===== config.mk =====
export PLATFORM = sky130hd
export DESIGN_NAME = rmq_sqrt
export DESIGN_NICKNAME = d
export VERILOG_FILES = /design/src/sv/rmq_pkg.sv /design/src/sv/rmq_sqrt.sv
export SDC_FILE = /design/constraint.sdc
export NUM_CORES = 2
export LEC_CHECK = 0
export BUFFER_PORTS_ARGS = -buffer_cell sky130_fd_sc_hd__buf_2
export CAP_MARGIN = 20
export CORE_AREA = 2 2 456 458
export CTS_CLUSTER_DIAMETER = 30
export DETAILED_ROUTE_END_ITERATION = 10
export DIE_AREA = 0 0 458 460
export PLACE_DENSITY_LB_ADDON = 0.05
export SETUP_SLACK_MARGIN = 0.4
export SLEW_MARGIN = 5
export SYNTH_ARGS = -nofsm -noshare
export SYNTH_HDL_FRONTEND = slang
export SYNTH_SLANG_ARGS = --single-unit

===== constraint.sdc =====
create_clock -name i_clk -period 5 [get_ports i_clk]
set_input_delay 0.5 -clock i_clk [delete_from_list [all_inputs] [get_ports i_clk]]
set_output_delay 0.5 -clock i_clk [all_outputs]
set_load 0.02 [all_outputs]

===== src/sv/rmq_pkg.sv =====
`default_nettype none
package rmq_pkg;

    // Field and register widths.
    localparam int ELEM_W = 16;
    localparam int TOL_W  = 14;

    // Fixed-point constants in raw units.
    localparam int ONE_Q14_W = 19;
    localparam logic signed [ONE_Q14_W-1:0] ONE_Q14 = 19'sd16384;
    localparam int DET_W = 52;
    localparam logic signed [DET_W-1:0] ONE_Q42 = 52'sd4398046511104;
    localparam int TOL_SHIFT = 28;

    // Square root: radicand in Q.14 shifted up by 28 bits gives a root in Q.21.
    localparam int RAD_W     = 17;
    localparam int RAD_SHIFT = 28;
    localparam int SQ_N_W    = RAD_W + RAD_SHIFT;
    localparam int SQ_W      = (SQ_N_W + 1) / 2;
    localparam int SQ_T_W    = SQ_N_W + 3;

    // Off-diagonal quotient (2*|d|*2^20 + q) / (2*q).
    localparam int D_W        = 17;
    localparam int NUM_W      = 38;
    localparam int DEN_W      = SQ_W + 1;
    localparam int QUO_W      = 16;
    localparam int DV_CMP_W   = DEN_W + QUO_W + 1;
    localparam int DIV_STAGES = QUO_W + 1;

    typedef enum logic [1:0] {
        BR_W = 2'd0,
        BR_X = 2'd1,
        BR_Y = 2'd2,
        BR_Z = 2'd3
    } t_branch;

    // Data that rides alongside the square root.
    typedef struct packed {
        logic                  accept;
        t_branch               branch;
        logic signed [D_W-1:0] d0;
        logic signed [D_W-1:0] d1;
        logic signed [D_W-1:0] d2;
    } t_sq_side;

endpackage
`default_nettype wire


===== src/sv/rmq_sqrt.sv =====
`default_nettype none
// Pipelined integer square root of rad * 2^28, one root bit per stage.
module rmq_sqrt (
    input  wire logic                          i_clk,
    input  wire logic                          i_rst_n,
    input  wire logic                          i_en,
    input  wire logic                          i_vld,
    input  wire logic [rmq_pkg::RAD_W-1:0]     i_rad,
    input  wire rmq_pkg::t_sq_side             i_side,
    output logic                               o_vld,
    output logic [rmq_pkg::SQ_W-1:0]           o_root,
    output rmq_pkg::t_sq_side                  o_side
);
    localparam int NS = rmq_pkg::SQ_W;

    logic                            r_vld  [0:NS-1];
    logic [rmq_pkg::SQ_N_W-1:0]      r_rem  [0:NS-1];
    logic [NS-1:0]                   r_res  [0:NS-1];
    rmq_pkg::t_sq_side               r_side [0:NS-1];

    for (genvar j = 0; j < NS; j++) begin : g_stage
        localparam int B = NS - 1 - j;
        logic [rmq_pkg::SQ_N_W-1:0] rem_in;
        logic [NS-1:0]              res_in;
        logic                       vld_in;
        rmq_pkg::t_sq_side          side_in;
        logic [rmq_pkg::SQ_T_W-1:0] trial;
        logic [rmq_pkg::SQ_N_W-1:0] n_rem;
        logic [NS-1:0]              n_res;

        if (j == 0) begin : g_first
            assign rem_in  = {i_rad, {rmq_pkg::RAD_SHIFT{1'b0}}};
            assign res_in  = '0;
            assign vld_in  = i_vld;
            assign side_in = i_side;
        end else begin : g_next
            assign rem_in  = r_rem[j-1];
            assign res_in  = r_res[j-1];
            assign vld_in  = r_vld[j-1];
            assign side_in = r_side[j-1];
        end

        assign trial = (rmq_pkg::SQ_T_W'(res_in) << (B + 1))
                     + (rmq_pkg::SQ_T_W'(1) << (2 * B));

        always_comb begin
            if (rmq_pkg::SQ_T_W'(rem_in) >= trial) begin
                n_rem = rem_in - trial[rmq_pkg::SQ_N_W-1:0];
                n_res = res_in | (NS'(1) << B);
            end else begin
                n_rem = rem_in;
                n_res = res_in;
            end
        end

        always_ff @(posedge i_clk) begin
            if (!i_rst_n) begin
                r_vld[j] <= 1'b0;
            end else if (i_en) begin
                r_vld[j] <= vld_in;
            end
        end

        always_ff @(posedge i_clk) begin
            if (i_en) begin
                r_rem[j]  <= n_rem;
                r_res[j]  <= n_res;
                r_side[j] <= side_in;
            end
        end
    end

    assign o_vld  = r_vld[NS-1];
    assign o_root = r_res[NS-1];
    assign o_side = r_side[NS-1];
endmodule
`default_nettype wire


==> impl_metrics.yaml <==
power_and_ir_drop:
  finalPower_w: 0.0559
  vdd_ir_drop_max_mv: 0.380
  powerDensity_mw_per_mm2: 547
  cellLeakagePower_nw: 38.0
clocking:
  insertion_delay_ns: 0.94
  cts.sinks: 2084
  postCtsSetupBuffers: 0
  post_cts_resized: 0
  numCtsBuffers: 446
  holdBufCountCts: 73
  cts_max_level: 5
  clockBufferDepth: 4
  cts_tree: "yes"
  path_clk_slew_ns: 0.04
  cts_root_buf: "clkbuf_16"
cells_and_area:
  drive_above_1_share_pct: 15.7
  area_growth_pct: 24.7
  seqCellArea_mm2: 0.0626
  multiInputGateArea_mm2: 0.0177
  fillers: 17372
  nets: 6099
worst_setup_path:
  path_class: "reg -> reg"
  arrival_ns: 4.61
  cp_top_family: "simple AND/OR/NAND/NOR gates"
  cp_num_buf_inv: 2
  cpPeakStageDelay_ns: 0.77
  cp_max_fo: 25
  required_ns: 5.65
  critPathLaunchType: "flip-flop"
  crit_path_top_delay_cell: "nor4b_1"
  worstSetupEndpointType: "flip-flop"
  crit_chain: "ha_1, o21ai_0, o21a_1, o311a_1, nor4b_1, nor2_1, buf_4, inv_2, o311ai_0, nor4_1, xor2_1"
placed_design:
  dp_hpwl_mm: 86.2
  portBuffers: 152
  place_congestion: 0.819
synth:
  synthesis.nets: 5458
  synthArstFlopShare_pct: 0
  synth_top_area_share_pct: 76.3
  ys_seq_area_share_pct: 76.3
  synthCells: 5101
  synth_cell_type_count: 80
  yosys-top-cells-area: "edfxtp_1 (76%), ha_1 (4.1%), xor2_1 (2.1%)"
  syn_area_mm2: 0.0820
  yosysMostFrequentCell: "edfxtp_1"
  yosys_warnings: 0
  yosysTopAreaCell: "edfxtp_1"
  syn_area_per_cell_um2: 16.1
  synth-edff-count: 2083
  ys_top_cells_by_count: "edfxtp_1 (2083), inv_1 (364), nand2_1 (275), ha_1 (268), o21ai_0 (244)"
  synth_seq_cells: 2084
  synth_flop_cell: "edfxtp_1"
drt:
  drc_errors: 0
  viasPerCell: 4.76
  wl_mm: 138
  first_pass_iters: 5
  drtIter0Drc: 2565
  wire_per_inst_um: 15.7
  num_vias: 41890
  ant_nets: 0
timing:
  fin_tns_setup_ns: 0
  fmax_mhz: 252
  period_minus_slack_ns: 3.96
  hold_viol: 0
  maxSlewHeadroom_pct: 31.8
  rsz0062_at_grt: "no"
  fin_crit_sh_pct: 79.2
  tightestPinTransition_ns: 1.02
  setup_violations: 0
  fin_worst_skew_ns: 0.0796
  report.final.slew_viol_count: 0
floorplanning:
  row_count: 167
  die_area_mm2: 0.211
  initial_utilization_pct: 39.8
  die_w_um: 458
  core_area_mm2: 0.206
  die_y_um: 460
  io_pins: 153
grt:
  grt_pass1_vias: 43293
  gr-total-overflow: 0
  antenna_found_initial: 6
  grt_pass1_wl_mm: 225
  track_usage_pct: 13.1
  grt_max_degree: 173
worst_hold_path:
  hold_class: "in -> reg"
run_status:
  status: "complete, no violations"
job:
  maxCapViolCount: 0
-- per-stage QoR --
stage	area, um2	setup slack [ns]	util [%]	hold WS, ns	cells
floorplan	82000	1.73	-	0.400	5101
global placement	86300	1.15	41.9	0.400	7924
detailed placement	86300	1.09	41.9	0.405	7924
CTS	102000	1.03	49.6	0.0137	8801
global route	102000	0.755	49.6	0.00341	8803
finish	102000	1.04	49.6	0.0659	8803
-- final cells by class --
type	instances	share of cell area, %
clock buffers	501	11.2
diodes	1	0.00245
multi-input cells	2571	17.4
repair buffers	273	1.98
flip-flops and latches	2084	61.2
clock inverters	303	3.61
inverters	366	1.34
well taps	2704	3.31
-- power by group --
part	total, W	switching, W	internal [W]
clock network	0.0291	0.00882	0.0202
logic	0.00466	0.00272	0.00194
registers	0.0222	0.000884	0.0213
-- final timing paths --
check | startpoint | endpoint | slack (ns) | cells past startpoint
worst max-delay path | r_rem[4][101] | r_rem[4][176] | 1.04 | 11
worst min-delay path | i_vld | r_vld[0][0] | 0.07 | 2
worst max register to register | r_rem[4][101] | r_rem[4][176] | 1.04 | 11
worst min register to register | r_side[1][59] | r_side[1][113] | 0.38 | 0
-- per-layer routing --
layer,global-route usage [%],share of wire [%],vias to the layer above
met4,6.01,3.4,0
met5,0,0,-
met3,3.31,4.8,355
met2,20.8,47,830
li1,-,-,20725
met1,17.0,45,19980
-- layout by cell type (no fill, tap or decap), drive strengths merged, types with 52 or more instances in the layout --
cell            n
o21a           52
ha            268
clkinv        165
o21ai         247
nor4           72
a21oi         220
dlygate4sd3    73
inv           377
xor2          194
xnor2         170
nor2          238
or3            58
nand3          57
a21o           77
buf           200
clkbuf        501
nand2         275
bufinv         78
edfxtp       2083
nor3          123
-- cells by family after synthesis --
kind of cell	count (synthesis)	synth area share, %
compound gates	808	6.14
xor+xnor	364	3.89
buf+inv	446	2.05
mux	47	0.632
fa+ha+maj	282	4.43
other cells	1	0.00457
flops	2084	76.3
simple gates	1069	6.52
-- flip-flops by register name (all words and copies together) (netlist names) --
| signal | flops |
|---|---|
| r_side | 1242 |
| r_res | 276 |
| r_rem | 543 |
| r_vld | 23 |
(Power assumes the default switching activity.)
