===== src/sv/rmq_pkg.sv =====
`default_nettype none
package rmq_pkg;

    // Field and register widths.
    localparam int ELEM_W = 16;
    localparam int TOL_W  = 14;

    // Fixed-point constants in raw units.
    localparam int ONE_Q14_W = 19;
    localparam logic signed [ONE_Q14_W-1:0] ONE_Q14 = 19'sd16384;
    localparam int DET_W = 52;
    localparam logic signed [DET_W-1:0] ONE_Q42 = 52'sd4398046511104;
    localparam int TOL_SHIFT = 28;

    // Square root: radicand in Q.14 shifted up by 28 bits gives a root in Q.21.
    localparam int RAD_W     = 17;
    localparam int RAD_SHIFT = 28;
    localparam int SQ_N_W    = RAD_W + RAD_SHIFT;
    localparam int SQ_W      = (SQ_N_W + 1) / 2;
    localparam int SQ_T_W    = SQ_N_W + 3;

    // Off-diagonal quotient (2*|d|*2^20 + q) / (2*q).
    localparam int D_W        = 17;
    localparam int NUM_W      = 38;
    localparam int DEN_W      = SQ_W + 1;
    localparam int QUO_W      = 16;
    localparam int DV_CMP_W   = DEN_W + QUO_W + 1;
    localparam int DIV_STAGES = QUO_W + 1;

    typedef enum logic [1:0] {
        BR_W = 2'd0,
        BR_X = 2'd1,
        BR_Y = 2'd2,
        BR_Z = 2'd3
    } t_branch;

    // Data that rides alongside the square root.
    typedef struct packed {
        logic                  accept;
        t_branch               branch;
        logic signed [D_W-1:0] d0;
        logic signed [D_W-1:0] d1;
        logic signed [D_W-1:0] d2;
    } t_sq_side;

endpackage
`default_nettype wire


===== src/sv/rmq_div.sv =====
`default_nettype none
// Pipelined restoring divider: one overflow check, then one quotient bit per stage.
module rmq_div (
    input  wire logic                          i_clk,
    input  wire logic                          i_en,
    input  wire logic [rmq_pkg::NUM_W-1:0]     i_num,
    input  wire logic [rmq_pkg::DEN_W-1:0]     i_den,
    output logic [rmq_pkg::QUO_W-1:0]          o_quo,
    output logic                               o_ovf
);
    localparam int NS = rmq_pkg::DIV_STAGES;
    localparam int CW = rmq_pkg::DV_CMP_W;

    logic [rmq_pkg::NUM_W-1:0] r_rem [0:NS-1];
    logic [rmq_pkg::DEN_W-1:0] r_den [0:NS-1];
    logic [rmq_pkg::QUO_W-1:0] r_quo [0:NS-1];
    logic                      r_ovf [0:NS-1];

    always_ff @(posedge i_clk) begin
        if (i_en) begin
            r_rem[0] <= i_num;
            r_den[0] <= i_den;
            r_quo[0] <= '0;
            r_ovf[0] <= CW'(i_num) >= (CW'(i_den) << rmq_pkg::QUO_W);
        end
    end

    for (genvar j = 1; j < NS; j++) begin : g_stage
        localparam int K = NS - 1 - j;
        logic [CW-1:0]             shifted;
        logic [rmq_pkg::NUM_W-1:0] n_rem;
        logic [rmq_pkg::QUO_W-1:0] n_quo;

        assign shifted = CW'(r_den[j-1]) << K;

        always_comb begin
            if (CW'(r_rem[j-1]) >= shifted) begin
                n_rem = r_rem[j-1] - shifted[rmq_pkg::NUM_W-1:0];
                n_quo = r_quo[j-1] | (rmq_pkg::QUO_W'(1) << K);
            end else begin
                n_rem = r_rem[j-1];
                n_quo = r_quo[j-1];
            end
        end

        always_ff @(posedge i_clk) begin
            if (i_en) begin
                r_rem[j] <= n_rem;
                r_den[j] <= r_den[j-1];
                r_quo[j] <= n_quo;
                r_ovf[j] <= r_ovf[j-1];
            end
        end
    end

    assign o_quo = r_quo[NS-1];
    assign o_ovf = r_ovf[NS-1];
endmodule
`default_nettype wire


===== config.mk =====
export PLATFORM = sky130hd
export DESIGN_NAME = rmq_div
export DESIGN_NICKNAME = d
export VERILOG_FILES = /design/src/sv/rmq_pkg.sv /design/src/sv/rmq_div.sv
export SDC_FILE = /design/constraint.sdc
export NUM_CORES = 2
export LEC_CHECK = 0
export BUFFER_PORTS_ARGS = -buffer_cell sky130_fd_sc_hd__buf_2
export CORE_MARGIN = 1
export CORE_UTILIZATION = 48
export DETAILED_ROUTE_END_ITERATION = 10
export PLACE_DENSITY = 0.63
export REMOVE_ABC_BUFFERS = 1
export SLEW_MARGIN = 25
export SYNTH_ARGS = -nofsm -noshare
export SYNTH_HDL_FRONTEND = slang
export SYNTH_SLANG_ARGS = --single-unit

===== constraint.sdc =====
create_clock -name i_clk -period 4.3 [get_ports i_clk]
set_input_delay 0.215 -clock i_clk [delete_from_list [all_inputs] [get_ports i_clk]]
set_output_delay 0.215 -clock i_clk [all_outputs]
set_load 0.05 [all_outputs]

==> flow_summary.ini <==
[placed_design]
preCtsSetupSlack_ps = 427
place.detailed.hpwl_mm = 96.3
placement.io_buffers = 80
placement_stage_cell_area_mm2 = 0.0641
global_placement_routability_congestion = 0.922

[die]
row_count = 130
die_area_mm2 = 0.129
floorplan.initialDensity_pct = 48.6
die_span_in_x_um = 359
fp.dieH_um = 359
floorplan.io_pins = 81
core_area_mm2 = 0.126

[power]
ir_drop_v = 0.000459
leakagePower_nw = 27.2
switchingPower_mw = 14.7
switching_share_pct = 33.9
power_frac_comb_pct = 37.1
power_frac_clock_pct = 23.8
internal_power_consumption_mw = 28.7
power.density_cell_area_mw_per_mm2 = 632
sequentialPowerShare_pct = 39.1

[clocking]
cts_root_buf = clkbuf_16
cts_tree = built
tritoncts_num_sinks = 1145
cts.htree.levels = 4
cts.clk_slew.worst_paths_ps = 60
tritoncts_buffers = 130
cts_max_path_buffers = 3
clk-insertion-delay-late_ps = 760
post-cts-setup-buffers = 0
hold_buffers = 62
cts_resized = 0

[finish]
fin_nets = 5950
final-seq-area_mm2 = 0.0344
areaGrowthSynthToFinish_pct = 12.2
fillers = 10500
layout-drive-gt1-share_pct = 9.84
num_antenna_cells = 0
post-route-cell-area_mm2 = 0.0687
multiInputGateArea_mm2 = 0.0245

[global_routing]
largest_net_degree_at_the_start_of_global_routing = 126
grt_pass1_wl_mm = 204
grt_overflow_total = 0
groute.usage.overall_pct = 19.8
grt_antenna_before_repair = 0
first_global_vias = 41100

[flow_run]
drv.max_cap_violation_count = 0

[worst_hold_path]
min_path_type = input port to flip-flop
worstHoldPathCells = 1

[worst_setup_path]
cp_slowest_cell = a2111oi_1
cpLargestDelayFamily = compound AO/OA/AOI/OAI gates
startpoint_type = flip-flop
worst-path-buf-inv = 0
worst_setup_path_end_kind = flip-flop
worst-endpoint-required_ps = 4920
delay_of_the_slowest_cell_on_the_worst_path_ps = 830
timing.critical_path.arrival_ps = 4490
timing.setup.critical_path_class = flip-flop to flip-flop
cp_cell_sequence = ha_1, fa_1, nor2b_1, o21ai_1, a21boi_0, o21ai_0, a2111oi_1, o41ai_1, a2111oi_0, a21o_1
critical_path.max_fanout = 4
r2r_cells = 10
path_depth = 10

[drt]
route.detailed.drc = 0
wire_per_inst_um = 17.7
antenna_violating_nets_post_route = 0
drt-initial-drc-count = 1958
wirelength_mm = 128
dr_total_vias = 39600
detail_route.vias_per_cell = 5.49
drtPass1Iterations = 5

[synthesis]
ys_top_cells_by_area = edfxtp_1, ha_1, inv_1
synthesis.instances = 5206
main_flop_type_after_synthesis = edfxtp_1
async_flop_share_pct = 0
post-synth-top-count-cell = edfxtp_1
synth_enable_flop_cells = 1145
ys_top_cells_by_count = edfxtp_1, inv_1, ha_1
netlist.area_leader.share_pct = 56.1
synthesis.area_mm2 = 0.0613
number_of_synthesized_register_bits = 1145
seq_area_frac_synth_pct = 56.1
synth_largest_area_cell = edfxtp_1
synth_area_per_cell_um2 = 11.8
synthesis.yosys.warnings = 0
post_synth_num_cell_types = 107

[timing]
fin_worst_hold_slack_ps = -26.2
setup_slack_ps = 430
share_of_the_cycle_needed_by_the_critical_path_after_routing_pct = 90.0
max_slew_margin_pct = 33.4
finalHoldViolCount = 3
rsz0062_at_grt = no
clock-skew-final_ps = 18.6
report.final.slew_viol_count = 0
maxClockFrequency_mhz = 258
report.final.setup_viol = 0
timing_worst_slew_pin_value_ps = 999
final.min_clock_period_ps = 3870

[status]
violated_checks = hold timing
status = complete, but fails checks
-- per-layer routing --
layer	vias up	wire [µm]	GRT usage, %
met1	18700	44500	18.0
met5	-	0	0
met3	399	3370	2.75
met2	705	72000	40.1
met4	0	8220	12.8
li1	19800	-	-
-- state kept, by name (all words and copies together) (netlist names) --
register	flops
r_ovf	17
r_quo	136
r_rem	608
r_den	384
-- worst paths after layout --
kind | from | to | slack (ps)
max | r_den[0][48] | r_rem[0][147] | 430
min | i_en | r_ovf[0][1] | -30
max reg2reg | r_den[0][48] | r_rem[0][147] | 430
min reg2reg | r_quo[14][6] | r_quo[15][6] | 410
-- area by class of cell --
| cell class | instances | share of cell area [%] |
|---|---|---|
| sequential | 1145 | 50.0 |
| multi-input combinational | 3441 | 35.7 |
| clock buffer | 153 | 5.01 |
| tap | 1650 | 3.00 |
| inverter | 521 | 2.84 |
| timing repair buffer | 227 | 2.68 |
| clock inverter | 80 | 0.790 |
-- cells by family (layout without fill, tap and decap cells) --
| logic type | count (synthesis) | after routing | synth area share (%) |
|---|---|---|---|
| simple gates | 1301 | 1301 | 10.6 |
| compound gates | 1235 | 1235 | 13.0 |
| flops | 1145 | 1145 | 56.1 |
| buf+inv | 620 | 981 | 3.98 |
| fa+ha+maj | 420 | 420 | 8.76 |
| xor+xnor | 357 | 357 | 5.10 |
| mux | 128 | 128 | 2.37 |
-- through the flow --
stage,cells,TNS [ps],power [mW],utilization (%)
4_1_cts,7217,0,43.7,54.5
3_5_place_dp,6922,0,33.1,50.9
5_1_grt,7217,0,46.2,54.5
2_1_floorplan,5107,-16170,28.9,-
6_report,7217,0,43.4,54.5
3_3_place_gp,6922,0,32.9,50.9
-- power groups by stage --
stage | logic [mW] | registers, mW | clock network, mW
floorplan | 12.2 | 16.7 | 0
global placement | 15.7 | 17.2 | 0
detailed placement | 15.9 | 17.2 | 0
CTS | 16.1 | 17.0 | 10.6
global route | 17.9 | 17.2 | 11.0
finish | 16.1 | 17.0 | 10.3
-- cells in the final DEF (no fill, tap or decap), types with 30 or more instances in the layout --
master	count
a21o_1	162
a21oi_1	376
a31oi_1	32
and3_1	31
buf_2	79
buf_4	71
clkbuf_16	135
clkinv_1	34
clkinv_2	30
dlygate4sd3_1	62
edfxtp_1	1145
ha_1	405
inv_1	521
mux2_2	108
nand2_1	342
nand2b_1	51
nand3_1	95
nand4_1	52
nor2_1	309
nor2b_1	65
nor3_1	93
nor4_1	68
o21a_1	62
o21ai_0	284
o21bai_1	36
o31ai_1	38
or3_1	38
xnor2_1	198
xor2_1	159
No activity file was read; power rests on OpenSTA's default activity.
